<file path="src/rtl/core/mxyrt_pkg.sv">
// Package for the mesh XY route table generator: sequencer codes, the
// control word type and the microcode store. No dependencies.
package mxyrt_pkg;

  // Configuration register indexes.
  localparam logic [1:0] REG_COLUMN_COUNT      = 2'd0;
  localparam logic [1:0] REG_ROW_COUNT         = 2'd1;
  localparam logic [1:0] REG_SINGLE_CONTROLLER = 2'd2;

  // Reset values of the configuration registers.
  localparam logic [6:0] COLUMN_COUNT_RST = 7'd8;
  localparam logic [6:0] ROW_COUNT_RST    = 7'd10;

  // One quotient bit per step over the six source index bits.
  localparam int unsigned DIV_STEPS = 6;

  // Route codes.
  localparam logic [1:0] ROUTE_NORTH = 2'd0;
  localparam logic [1:0] ROUTE_EAST  = 2'd1;
  localparam logic [1:0] ROUTE_SOUTH = 2'd2;
  localparam logic [1:0] ROUTE_WEST  = 2'd3;

  typedef logic [2:0] pc_t;

  typedef enum logic [1:0] {
    OP_WAIT,
    OP_DIV,
    OP_FLAG,
    OP_EMIT
  } op_t;

  typedef enum logic [2:0] {
    COND_NEXT,
    COND_ALWAYS,
    COND_NO_ACCEPT,
    COND_DIV_MORE,
    COND_EMIT_MORE
  } cond_t;

  typedef struct packed {
    op_t   op;
    cond_t cond;
    pc_t   target;
  } ctrl_word_t;

  localparam pc_t PC_WAIT = 3'd0;
  localparam pc_t PC_DIV  = 3'd1;
  localparam pc_t PC_FLAG = 3'd2;
  localparam pc_t PC_EMIT = 3'd3;
  localparam pc_t PC_DONE = 3'd4;

  // Microcode store. The jump is taken when the condition holds, else the
  // step counter advances by one.
  function automatic ctrl_word_t ucode(input pc_t pc);
    ctrl_word_t w;
    unique case (pc)
      PC_WAIT: w = '{op: OP_WAIT, cond: COND_NO_ACCEPT, target: PC_WAIT};
      PC_DIV:  w = '{op: OP_DIV,  cond: COND_DIV_MORE,  target: PC_DIV};
      PC_FLAG: w = '{op: OP_FLAG, cond: COND_NEXT,      target: PC_WAIT};
      PC_EMIT: w = '{op: OP_EMIT, cond: COND_EMIT_MORE, target: PC_EMIT};
      PC_DONE: w = '{op: OP_FLAG, cond: COND_ALWAYS,    target: PC_WAIT};
      default: w = '{op: OP_WAIT, cond: COND_ALWAYS,    target: PC_WAIT};
    endcase
    return w;
  endfunction

endpackage

</file>
<file path="src/rtl/core/mesh_xy_route_table_gen.sv">
// Top level of the mesh XY route table generator: microcoded sequencer,
// source divider and four-destination route datapath. Depends on mxyrt_pkg.
//
// Usage: each input beat on the in_ channel carries one source node index.
// For it the block emits (TABLE_NODES+3)/4 output beats, each packing the
// next hop toward four consecutive destinations, destination k of a beat at
// bits 2k+1:2k (0 north, 1 east, 2 south, 3 west). The final beat of a
// source carries last_of_source, and also last_of_table when the source is
// node TABLE_NODES-1. The cfg_ port writes column_count, row_count and
// single_controller; write them only while the block is idle.
// Timing: the accepting step, six divide steps that split the source index
// into row and column, and one flag step come before the first beat, which
// is registered. Beats then follow one per cycle while the receiver does not
// stall, and one closing step returns to the accepting step. in_stall is low
// only in the accepting step. A stall on the output holds the beat and pauses
// the sequencer in its emit step. Reset returns the sequencer to the
// accepting step, empties the output register and loads the register reset
// values (8 columns, 10 rows).
module mesh_xy_route_table_gen #(
  parameter int TABLE_NODES = 64
) (
  input  logic       clk,
  input  logic       rst_n,
  input  logic       in_valid,
  output logic       in_stall,
  input  logic [5:0] in_source_node,
  output logic       out_valid,
  input  logic       out_stall,
  output logic [7:0] out_route_byte,
  output logic       out_last_of_source,
  output logic       out_last_of_table,
  input  logic       cfg_we,
  input  logic [1:0] cfg_index,
  input  logic [6:0] cfg_wdata
);

  localparam int NBYTES = (TABLE_NODES + 3) / 4;
  localparam int BW     = (NBYTES > 1) ? $clog2(NBYTES) : 1;
  localparam int NW     = $clog2(TABLE_NODES);
  // Destination row width; it must also hold any source row.
  localparam int RW     = (NW > 6) ? NW : 6;

  // Configuration registers.
  logic [6:0] column_count_r, row_count_r;
  logic       single_controller_r;

  // Sequencer.
  mxyrt_pkg::pc_t        pc_r, pc_nxt;
  mxyrt_pkg::ctrl_word_t ctrl;
  logic                  jump;

  // Divider and source state.
  logic [5:0] src_r, dvd_r, quo_r;
  logic [6:0] rem_r;
  logic [2:0] cnt_r;
  logic       ew_ok_r;

  // Destination walk.
  logic [6:0]    dcol_r;
  logic [RW-1:0] drow_r;
  logic [BW-1:0] b_r;

  // Output register.
  logic       out_valid_r;
  logic [7:0] out_byte_r;
  logic       out_los_r, out_lot_r;

  logic [6:0] cols;
  logic [7:0] trial;
  logic [6:0] trial_sub;
  logic       trial_ge;
  logic       load, last_byte, bottom, src_is_last;
  logic [7:0] byte_w;
  logic [6:0] col_w [5];
  logic [RW-1:0] row_w [5];
  logic [1:0] route_w [4];

  // A zero column count acts as one column.
  assign cols = (column_count_r == 7'd0) ? 7'd1 : column_count_r;

  always_ff @(posedge clk) begin
    if (!rst_n) begin
      column_count_r      <= mxyrt_pkg::COLUMN_COUNT_RST;
      row_count_r         <= mxyrt_pkg::ROW_COUNT_RST;
      single_controller_r <= 1'b0;
    end else if (cfg_we) begin
      case (cfg_index)
        mxyrt_pkg::REG_COLUMN_COUNT:      column_count_r      <= cfg_wdata;
        mxyrt_pkg::REG_ROW_COUNT:         row_count_r         <= cfg_wdata;
        mxyrt_pkg::REG_SINGLE_CONTROLLER: single_controller_r <= cfg_wdata[0];
        default: ;
      endcase
    end
  end

  assign ctrl      = mxyrt_pkg::ucode(pc_r);
  assign in_stall  = (ctrl.op != mxyrt_pkg::OP_WAIT);
  assign last_byte = (b_r == BW'(NBYTES - 1));
  // In the emit step the output register takes a beat when it is empty or being drained.
  assign load      = (ctrl.op == mxyrt_pkg::OP_EMIT) && (!out_valid_r || !out_stall);

  // Restoring division, one quotient bit per step. The remainder after a
  // subtraction is below the column count, so seven bits hold it.
  assign trial     = {rem_r, dvd_r[5]};
  assign trial_sub = trial[6:0] - cols;
  assign trial_ge  = (trial >= {1'b0, cols});

  // A zero row count has no bottom row.
  assign bottom = (row_count_r != 7'd0) && ({1'b0, quo_r} == row_count_r - 7'd1);
  assign src_is_last = ({3'b000, src_r} == 9'(TABLE_NODES - 1));

  // Next step of the sequencer.
  always_comb begin
    unique case (ctrl.cond)
      mxyrt_pkg::COND_NEXT:      jump = 1'b0;
      mxyrt_pkg::COND_ALWAYS:    jump = 1'b1;
      mxyrt_pkg::COND_NO_ACCEPT: jump = !in_valid;
      mxyrt_pkg::COND_DIV_MORE:  jump = (cnt_r != 3'(mxyrt_pkg::DIV_STEPS - 1));
      mxyrt_pkg::COND_EMIT_MORE: jump = !(load && last_byte);
      default:                   jump = 1'b1;
    endcase
    pc_nxt = jump ? ctrl.target : pc_r + 3'd1;
  end

  // Four destinations per beat: walk the column counter, wrapping into the
  // next row when it reaches the column count.
  always_comb begin
    col_w[0] = dcol_r;
    row_w[0] = drow_r;
    byte_w   = 8'h00;
    for (int k = 0; k < 4; k++) begin
      if (ew_ok_r && (col_w[k] < rem_r)) begin
        route_w[k] = mxyrt_pkg::ROUTE_WEST;
      end else if (ew_ok_r && (col_w[k] > rem_r)) begin
        route_w[k] = mxyrt_pkg::ROUTE_EAST;
      end else if (row_w[k] > RW'(quo_r)) begin
        route_w[k] = mxyrt_pkg::ROUTE_SOUTH;
      end else begin
        route_w[k] = mxyrt_pkg::ROUTE_NORTH;
      end
      // Destinations past the table leave their bits at zero.
      if ({1'b0, b_r, 2'(k)} < (BW + 3)'(TABLE_NODES)) begin
        byte_w[2*k +: 2] = route_w[k];
      end
      if (({1'b0, col_w[k]} + 8'd1) == {1'b0, cols}) begin
        col_w[k+1] = 7'd0;
        row_w[k+1] = row_w[k] + RW'(1);
      end else begin
        col_w[k+1] = col_w[k] + 7'd1;
        row_w[k+1] = row_w[k];
      end
    end
  end

  always_ff @(posedge clk) begin
    if (!rst_n) begin
      pc_r        <= mxyrt_pkg::PC_WAIT;
      out_valid_r <= 1'b0;
    end else begin
      pc_r        <= pc_nxt;
      out_valid_r <= load || (out_valid_r && out_stall);
    end
  end

  // Datapath registers.
  always_ff @(posedge clk) begin
    case (ctrl.op)
      mxyrt_pkg::OP_WAIT: begin
        src_r <= in_source_node;
        dvd_r <= in_source_node;
        rem_r <= 7'd0;
        quo_r <= 6'd0;
        cnt_r <= 3'd0;
      end
      mxyrt_pkg::OP_DIV: begin
        dvd_r <= {dvd_r[4:0], 1'b0};
        quo_r <= {quo_r[4:0], trial_ge};
        rem_r <= trial_ge ? trial_sub : trial[6:0];
        cnt_r <= cnt_r + 3'd1;
      end
      mxyrt_pkg::OP_FLAG: begin
        ew_ok_r <= (quo_r != 6'd0) && (!bottom || single_controller_r);
        dcol_r  <= 7'd0;
        drow_r  <= '0;
        b_r     <= '0;
      end
      mxyrt_pkg::OP_EMIT: begin
        if (load) begin
          dcol_r <= col_w[4];
          drow_r <= row_w[4];
          b_r    <= b_r + BW'(1);
        end
      end
      default: ;
    endcase
    if (load) begin
      out_byte_r <= byte_w;
      out_los_r  <= last_byte;
      out_lot_r  <= last_byte && src_is_last;
    end
  end

  assign out_valid          = out_valid_r;
  assign out_route_byte     = out_byte_r;
  assign out_last_of_source = out_los_r;
  assign out_last_of_table  = out_lot_r;

endmodule

</file>
<file path="config.mk">
export PLATFORM = sky130hd
export DESIGN_NAME = mesh_xy_route_table_gen
export DESIGN_NICKNAME = d
export VERILOG_FILES = /design/src/rtl/core/mxyrt_pkg.sv /design/src/rtl/core/mesh_xy_route_table_gen.sv
export SDC_FILE = /design/constraint.sdc
export NUM_CORES = 1
export LEC_CHECK = 0
export BUFFER_PORTS_ARGS = -buffer_cell sky130_fd_sc_hd__buf_2
export CAP_MARGIN = 5
export CORE_MARGIN = 5
export CORE_UTILIZATION = 30
export CTS_CLUSTER_DIAMETER = 100
export DETAILED_ROUTE_END_ITERATION = 7
export MAX_ROUTING_LAYER = met4
export SYNTH_ARGS = -nofsm -noshare
export SYNTH_HDL_FRONTEND = slang
export SYNTH_SLANG_ARGS = --single-unit
export TNS_END_PERCENT = 100
</file>
<file path="constraint.sdc">
create_clock -name clk -period 13.8 [get_ports clk]
set_input_delay 2.76 -clock clk [delete_from_list [all_inputs] [get_ports clk]]
set_output_delay 2.76 -clock clk [all_outputs]
set_load 0.005 [all_outputs]
</file>
==> results.ini, run 1 <==
[finish]
utilization_pct = 33.3
area_growth_syn_to_layout_pct = 10.0
antennaDiodeCount = 0
drive_gt1_share_pct = 10.9
nets = 968

[critical_path]
slowest_delay_ns = 0.76
worstSetupPathType = reg2reg
worstSetupEndpointType = register
cp_slowest_cell = nor3_4
cp.required_ns = 13.91
startpoint_type = register
worst-path-max-fanout = 21
critPathMostFrequentCell = ha_1
arrival_ns = 11.22
rrSetupSlack_ns = 2.69
r2r_end = out_route_byte[7]$_SDFFCE_PP1P_
rr_worst_depth = 34
rr_startpoint = dcol_r[1]$_SDFFCE_PP0P_

[power_and_ir_drop]
power_leakage_nw = 3.21
ir_worst_vdd_uv = 127
pwr_density_cell_nw_per_um2 = 262
finalPower_mw = 2.19

[timing]
rsz0062_at_grt = no
slew-limit-headroom_pct = 23.6
tightestPinTransition_ns = 1.14
fmax_ghz = 0.0900
min_period_ns = 11.11
setup_tns_ns = 0
fin_crit_sh_pct = 80.5
hold_viol = 0
hold_slack_ns = 0.506
drv_slew = 0
setup-violations-final = 0
fin_skew_ns = 0.00941

[routing]
wl_per_cell_um = 18.2
drt_iter0_markers = 396
firstDrtPassIters = 5
antenna_left = 0
drcViolationCount = 0
vias = 6575
routed_wl_mm = 22.0
avgViaCountPerCell = 5.45

[placement]
dpl.hpwl_mm = 16.6
gp_congestion = 0.949
port_buffers = 31

[clock_network]
htreeDepth = 3
cts_resized = 0
clkTransAtPathRegs_ns = 0.07
cts-hold-fix-buffers = 0
post_cts_buffers = 0
cts_made_buffers = 9
cts_tree = built
clk_latency_ns = 0.35
clock_tree.root_cell = clkbuf_16
numClockSinks = 75
cts_buffer_depth = 2

[grt]
overflow = 0
antenna_found_initial = 0
grt_pass1_vias = 6073
grt_first_pass_wirelength_mm = 34.4
track_usage_pct = 15.7
grt_max_degree = 27

[logic_synthesis]
synth_edf_count = 56
synthCells = 860
yosysSeqAreaShare_pct = 27.2
ys_seq_elements = 75
ys_warn_count = 0
avgSynthCellArea_sq_um = 8.81
async_flop_share_pct = 0
synth_area_sq_um = 7570
postSynthNetCount = 956
yosysUniqueCellTypes = 95
synth_flop_cell = edfxtp_1

[worst_hold_path]
min_from = out_valid$_SDFF_PN0_
hold-path-cell-count = 2
holdPathEnd = out_valid$_SDFF_PN0_
hp-class = reg2reg

[die]
placementRows = 58
core_area_sq_um = 25000
die_area_sq_um = 28500
die_h_um = 169
die_w_um = 169
start_util_pct = 30.3
ioPinCount = 32

[run_status]
status = complete, no violations

[job]
drv_cap = 0

==> registers in the layout (all words and copies together), names as in the netlist, 4 cells and up <==
register and count:
column_count_r 7, out_route_byte 8, dcol_r 7, row_count_r 7, src_r 6, dvd_r 6, drow_r 6, b_r 4
rem_r 7, quo_r 6
==> cells in the final DEF, fill, tap and decap left out, types with 14 or more instances in the layout <==
cell type and instances:
edfxtp_1 56, nor3_1 29, nor2_1 68, dfxtp_1 19, buf_2 31, nand3_1 14, nand2b_1 14, a21oi_1 45
ha_1 75, nand2_1 67, inv_1 51, o21ai_0 37, xor2_1 18, xnor2_1 41, nor2b_1 34, mux2i_1 20
nand4_1 17
==> cell families after synthesis <==
kind of cell	Yosys count	share of synthesized area, %
AND/OR/NAND/NOR	334	24.3
buffers and inverters	90	5.02
XOR/XNOR	64	8.24
flip-flops	75	27.2
adder cells (fa/ha/maj)	78	12.9
AO/OA/AOI/OAI	190	18.2
multiplexers	29	4.03
==> synthesized netlist by cell type (19+ instances only) <==
library cell	instances	area (sq um)
a21oi_1	45	225
mux2i_1	20	200
edfxtp_1	56	1680
o21ai_0	37	185
ha_1	75	938
inv_1	51	191
nand2_1	67	251
nor3_1	29	145
dfxtp_1	19	380
nor2b_1	34	213
nor2_1	68	255
xnor2_1	41	359
==> where the power goes <==
part / total, mW / switching [mW] / leakage, nW / internal, mW
Sequential: 0.419 / 0.0653 / 0.724 / 0.354
Clock: 0.251 / 0.107 / 0.150 / 0.144
Combinational: 1.52 / 0.933 / 2.34 / 0.582
==> metrics by stage <==
stage               instances  worst slack (ns)  cell area, sq um
floorplan                 860              5.39              7570
detailed placement       1191              2.85              8030
global route             1207              1.95              8330
global placement         1191              3.08              8030
CTS                      1207              2.86              8330
finish                   1207              2.69              8330
==> metal layers <==
layer	track usage, %	up-vias	share of wire, %
li1	-	3200	-
met1	20.9	3126	46
met2	24.7	213	46
met3	2.13	36	5.2
met4	4.83	0	2.6
met5	-	-	0
==> final cells by class <==
class / instances / area [sq um]
clock buffer: 9 / 225
clock inverter: 7 / 82.6
fill: 2604 / 16700
inverter: 53 / 200
multi-input combinational: 695 / 5140
sequential: 75 / 2060
tap: 330 / 413
timing repair buffer: 38 / 208
==> critical path, delay by kind of cell (launching register included) <==
kind / cells / cell delay (ns)
multiplexers: 2 / 0.60
AO/OA/AOI/OAI: 15 / 3.93
flip-flops: 1 / 0.69
AND/OR/NAND/NOR: 13 / 3.58
adder cells (fa/ha/maj): 4 / 2.04
==> worst max path at each step <==
stage / start / endpoint / depth (start not counted)
3_3_place_gp: dcol_r[1]$_SDFFCE_PP0P_ / out_route_byte[7]$_SDFFCE_PP1P_ / 34
3_5_place_dp: dcol_r[1]$_SDFFCE_PP0P_ / out_route_byte[7]$_SDFFCE_PP1P_ / 34
6_report: dcol_r[1]$_SDFFCE_PP0P_ / out_route_byte[7]$_SDFFCE_PP1P_ / 34
5_1_grt: dcol_r[1]$_SDFFCE_PP0P_ / out_route_byte[7]$_SDFFCE_PP1P_ / 34
4_1_cts: dcol_r[1]$_SDFFCE_PP0P_ / out_route_byte[7]$_SDFFCE_PP1P_ / 34
2_1_floorplan: dcol_r[0]$_SDFFCE_PP0P_ / out_route_byte[7]$_SDFFCE_PP1P_ / 38
Power figures use the tool's default switching activity.
==> run 2: changes to the inputs <==
Settings changed: ABC_AREA from default to 1.
Clock period 13.8 ns to 8.9 ns, I/O delays scaled along.
==> results.ini, run 2 <==
[critical_path]
startpoint_type = register  ; unchanged
critPathCapture = out_route_byte[7]$_SDFFCE_PP1P_  ; unchanged
critPathMostFrequentCell = nand2_1  ; was ha_1
r2r_end = out_route_byte[7]$_SDFFCE_PP1P_  ; unchanged
cp.required_ns = 9.09  ; was 13.91 ns
rrSetupSlack_ns = 2.58  ; was 2.69 ns
slowest_delay_ns = 0.44  ; was 0.76 ns
cp_slowest_cell = edfxtp_1  ; was nor3_4
critPathLaunch = dcol_r[0]$_SDFFCE_PP0P_  ; was dcol_r[1]$_SDFFCE_PP0P_
rr_startpoint = dcol_r[0]$_SDFFCE_PP0P_  ; was dcol_r[1]$_SDFFCE_PP0P_
worstSetupEndpointType = register  ; unchanged
rr_worst_depth = 37  ; was 34
cp.depth = 37  ; was 34
worst-path-max-fanout = 18  ; was 21
arrival_ns = 6.51  ; was 11.22 ns
worstSetupPathType = reg2reg  ; unchanged
timing.critical_path.buf_inv = 6  ; was 0
critPathTopFamily = simple AND/OR/NAND/NOR gates  ; was compound AO/OA/AOI/OAI gates

[logic_synthesis]
synth_common_cells = 196 x nand2_1, 130 x inv_1, 84 x nor2_1  ; was 75 x ha_1, 68 x nor2_1, 67 x nand2_1
synth_compound_area_share_pct = 10.9  ; was 18.2%
synth_area_sq_um = 6400  ; was 7570 sq um
synth.area.top_cells = edfxtp_1 26%, ha_1 15%, nand2_1 12%  ; was edfxtp_1 22%, ha_1 12%, dfxtp_1 5.0%
synthCells = 867  ; was 860
yosysTopAreaCell = edfxtp_1  ; unchanged
synthSimpleGateAreaFrac_pct = 28.0  ; was 24.3%
yosysSeqAreaShare_pct = 32.2  ; was 27.2%
synth_fa_ha_area_share_pct = 15.0  ; was 12.9%
ys_seq_elements = 75  ; unchanged
synth_xor_area_share_pct = 4.50  ; was 8.24%
postSynthNetCount = 963  ; was 956
synth_top_area_share_pct = 26.3  ; was 22.2%
avgSynthCellArea_sq_um = 7.38  ; was 8.81 sq um
yosysMostFrequentCell = nand2_1  ; was ha_1
ys_warn_count = 0  ; unchanged
synth_edf_count = 56  ; unchanged
synth_flop_cell = edfxtp_1  ; unchanged
yosysUniqueCellTypes = 46  ; was 95
synthMuxAreaShare_pct = 0  ; was 4.03%
synth_top_family_by_area = simple AND/OR/NAND/NOR gates  ; unchanged
async_flop_share_pct = 0  ; unchanged

[routing]
wl_per_cell_um = 14.2  ; was 18.2 um
antenna_left = 0  ; unchanged
routed_wl_mm = 16.8  ; was 22.0 mm
drcViolationCount = 0  ; unchanged
firstDrtPassIters = 5  ; unchanged
vias = 5720  ; was 6575
drt_iter0_markers = 396  ; unchanged
avgViaCountPerCell = 4.84  ; was 5.45

[timing]
rsz0062_at_grt = no  ; unchanged
min_period_ns = 6.32  ; was 11.11 ns
hold_viol = 0  ; unchanged
setup_tns_ns = 0  ; unchanged
fmax_ghz = 0.158  ; was 0.0900 GHz
slew-limit-headroom_pct = 49.1  ; was 23.6%
fin_crit_sh_pct = 71.0  ; was 80.5%
drv_slew = 0  ; unchanged
tightestPinTransition_ns = 0.757  ; was 1.14 ns
fin_skew_ns = 0.0108  ; was 0.00941 ns
setup-violations-final = 0  ; unchanged
setup_ws_ns = 2.58  ; was 2.69 ns

[power_and_ir_drop]
pwr-share-comb_pct = 63.3  ; was 69.3%
p_int_mw = 1.34  ; was 1.08 mW
p_sw_share_pct = 50.4  ; was 50.6%
ir_worst_vdd_uv = 173  ; was 127 uV
power_leakage_nw = 3.48  ; was 3.21 nW
pwr_density_cell_nw_per_um2 = 379  ; was 262 nW/um^2
seq_power_share_pct = 23.2  ; was 19.2%
clockPowerShare_pct = 13.6  ; was 11.5%
p_sw_mw = 1.37  ; was 1.11 mW

[finish]
antennaDiodeCount = 0  ; unchanged
nets = 999  ; was 968
area_growth_syn_to_layout_pct = 11.9  ; was 10.0%
final_common_cell = nand2_1  ; was ha_1
fill_cells = 2234  ; was 2604
drive_gt1_share_pct = 9.25  ; was 10.9%
largest_reg_flops = 8  ; unchanged
most-common-layout-cells = 196 x nand2_1, 130 x inv_1, 84 x nor2_1, 75 x ha_1, 74 x nand3_1  ; was 75 x ha_1, 68 x nor2_1, 67 x nand2_1, 56 x edfxtp_1, 51 x inv_1

[grt]
met3_usage_pct = 2.50  ; was 2.13%
track_usage_pct = 14.5  ; was 15.7%
grt_max_degree = 26  ; was 27
overflow = 0  ; unchanged
grt_first_pass_wirelength_mm = 27.2  ; was 34.4 mm
grt_pass1_vias = 5464  ; was 6073
met2_usage_pct = 22.2  ; was 24.7%
busiest_layer = met2  ; unchanged
grtUsageMet1_pct = 19.4  ; was 20.9%
antenna_found_initial = 0  ; unchanged

[clock_network]
cts_tree = built  ; unchanged
cts_made_buffers = 9  ; unchanged
numClockSinks = 75  ; unchanged
cts_buffer_depth = 2  ; unchanged
clk_latency_ns = 0.34  ; was 0.35 ns
post_cts_buffers = 0  ; unchanged
htreeDepth = 3  ; unchanged
cts_resized = 0  ; unchanged
clkTransAtPathRegs_ns = 0.06  ; was 0.07 ns
clock_tree.root_cell = clkbuf_16  ; unchanged
cts-hold-fix-buffers = 0  ; unchanged

[worst_hold_path]
min_from = single_controller_r$_SDFFE_PN0P_  ; was out_valid$_SDFF_PN0_
hp-class = reg2reg  ; unchanged

[placement]
gp_congestion = 0.955  ; was 0.949
dpl.hpwl_mm = 13.1  ; was 16.6 mm
port_buffers = 31  ; unchanged
pre_cts_ws_ns = 2.72  ; was 2.85 ns

[die]
start_util_pct = 30.4  ; was 30.3%
die_h_um = 156  ; was 169 um
core_area_sq_um = 21000  ; was 25000 sq um
die_w_um = 156  ; was 169 um
ioPinCount = 32  ; unchanged
placementRows = 53  ; was 58
die_area_sq_um = 24300  ; was 28500 sq um

[job]
drv_cap = 0  ; unchanged

[run_status]
status = complete, no violations  ; unchanged

-- run 2: changes by cell type after synthesis, sizes merged, moves of 16 or more --
cell	previous run	this run
mux2i	20	0
nor3	32	15
nor2	70	95
inv	51	143
xnor2	41	9
nand2	67	200
nand3	16	78
nor2b	34	0
buf	20	4
-- run 2: cells by family (layout without fill, tap and decap cells) --
family | count (synthesis) | count (layout)
xor gates and xnor gates | 32 | 32
adders and majority gates | 76 | 76
buffers and inverters | 153 | 194
and+or+nand+nor | 408 | 408
AOI/OAI and AO/OA | 123 | 123
DFF | 75 | 75
-- run 2: area by class of cell --
type | instances | area [sq um] | area share (%)
well taps | 275 | 344 | 4.81
repair buffers | 34 | 178 | 2.48
clock buffers | 9 | 225 | 3.15
inverters | 144 | 541 | 7.55
multi-input cells | 639 | 3740 | 52.3
flip-flops and latches | 75 | 2060 | 28.8
clock inverters | 7 | 67.6 | 0.944
-- run 2: metrics by stage --
stage	hold slack, ns	cell area [sq um]	instances	total power [mW]	utilization [%]
floorplan	0.423	6400	867	1.93	-
global placement	0.459	6870	1167	2.31	32.7
detailed placement	0.459	6870	1167	2.33	32.7
CTS	0.469	7160	1183	2.72	34.1
global route	0.489	7160	1183	3.02	34.1
finish	0.472	7160	1183	2.71	34.1
-- run 2: worst register-to-register path: cells and delay by family (launching register included) --
| family | cells | cell delay, ns |
|---|---|---|
| and+or+nand+nor | 22 | 2.92 |
| DFF | 1 | 0.44 |
| xor gates and xnor gates | 2 | 0.40 |
| AOI/OAI and AO/OA | 3 | 0.53 |
| adders and majority gates | 4 | 1.16 |
| buffers and inverters | 6 | 0.72 |
-- run 2: how the worst min path moves through the flow --
stage / to / slack (ns) / cells past startpoint
after global routing: single_controller_r$_SDFFE_PN0P_ / 0.49 / 2
final: single_controller_r$_SDFFE_PN0P_ / 0.47 / 2
after floorplan: single_controller_r$_SDFFE_PN0P_ / 0.42 / 2
after global placement: single_controller_r$_SDFFE_PN0P_ / 0.46 / 2
after CTS: single_controller_r$_SDFFE_PN0P_ / 0.47 / 2
after detailed placement: single_controller_r$_SDFFE_PN0P_ / 0.46 / 2
-- run 2: metal layers --
metal,vias to the layer above,share of wire [%]
met5,-,0
met4,0,3.0
met3,33,4.7
met2,148,44
met1,2576,48
li1,2963,-
-- run 2: power groups by stage --
stage               logic, mW  clock network (mW)  registers [mW]
global route             1.99               0.390           0.642
detailed placement       1.70                   0           0.634
finish                   1.71               0.367           0.628
floorplan                1.32                   0           0.603
CTS                      1.71               0.378           0.628
global placement         1.68                   0           0.632
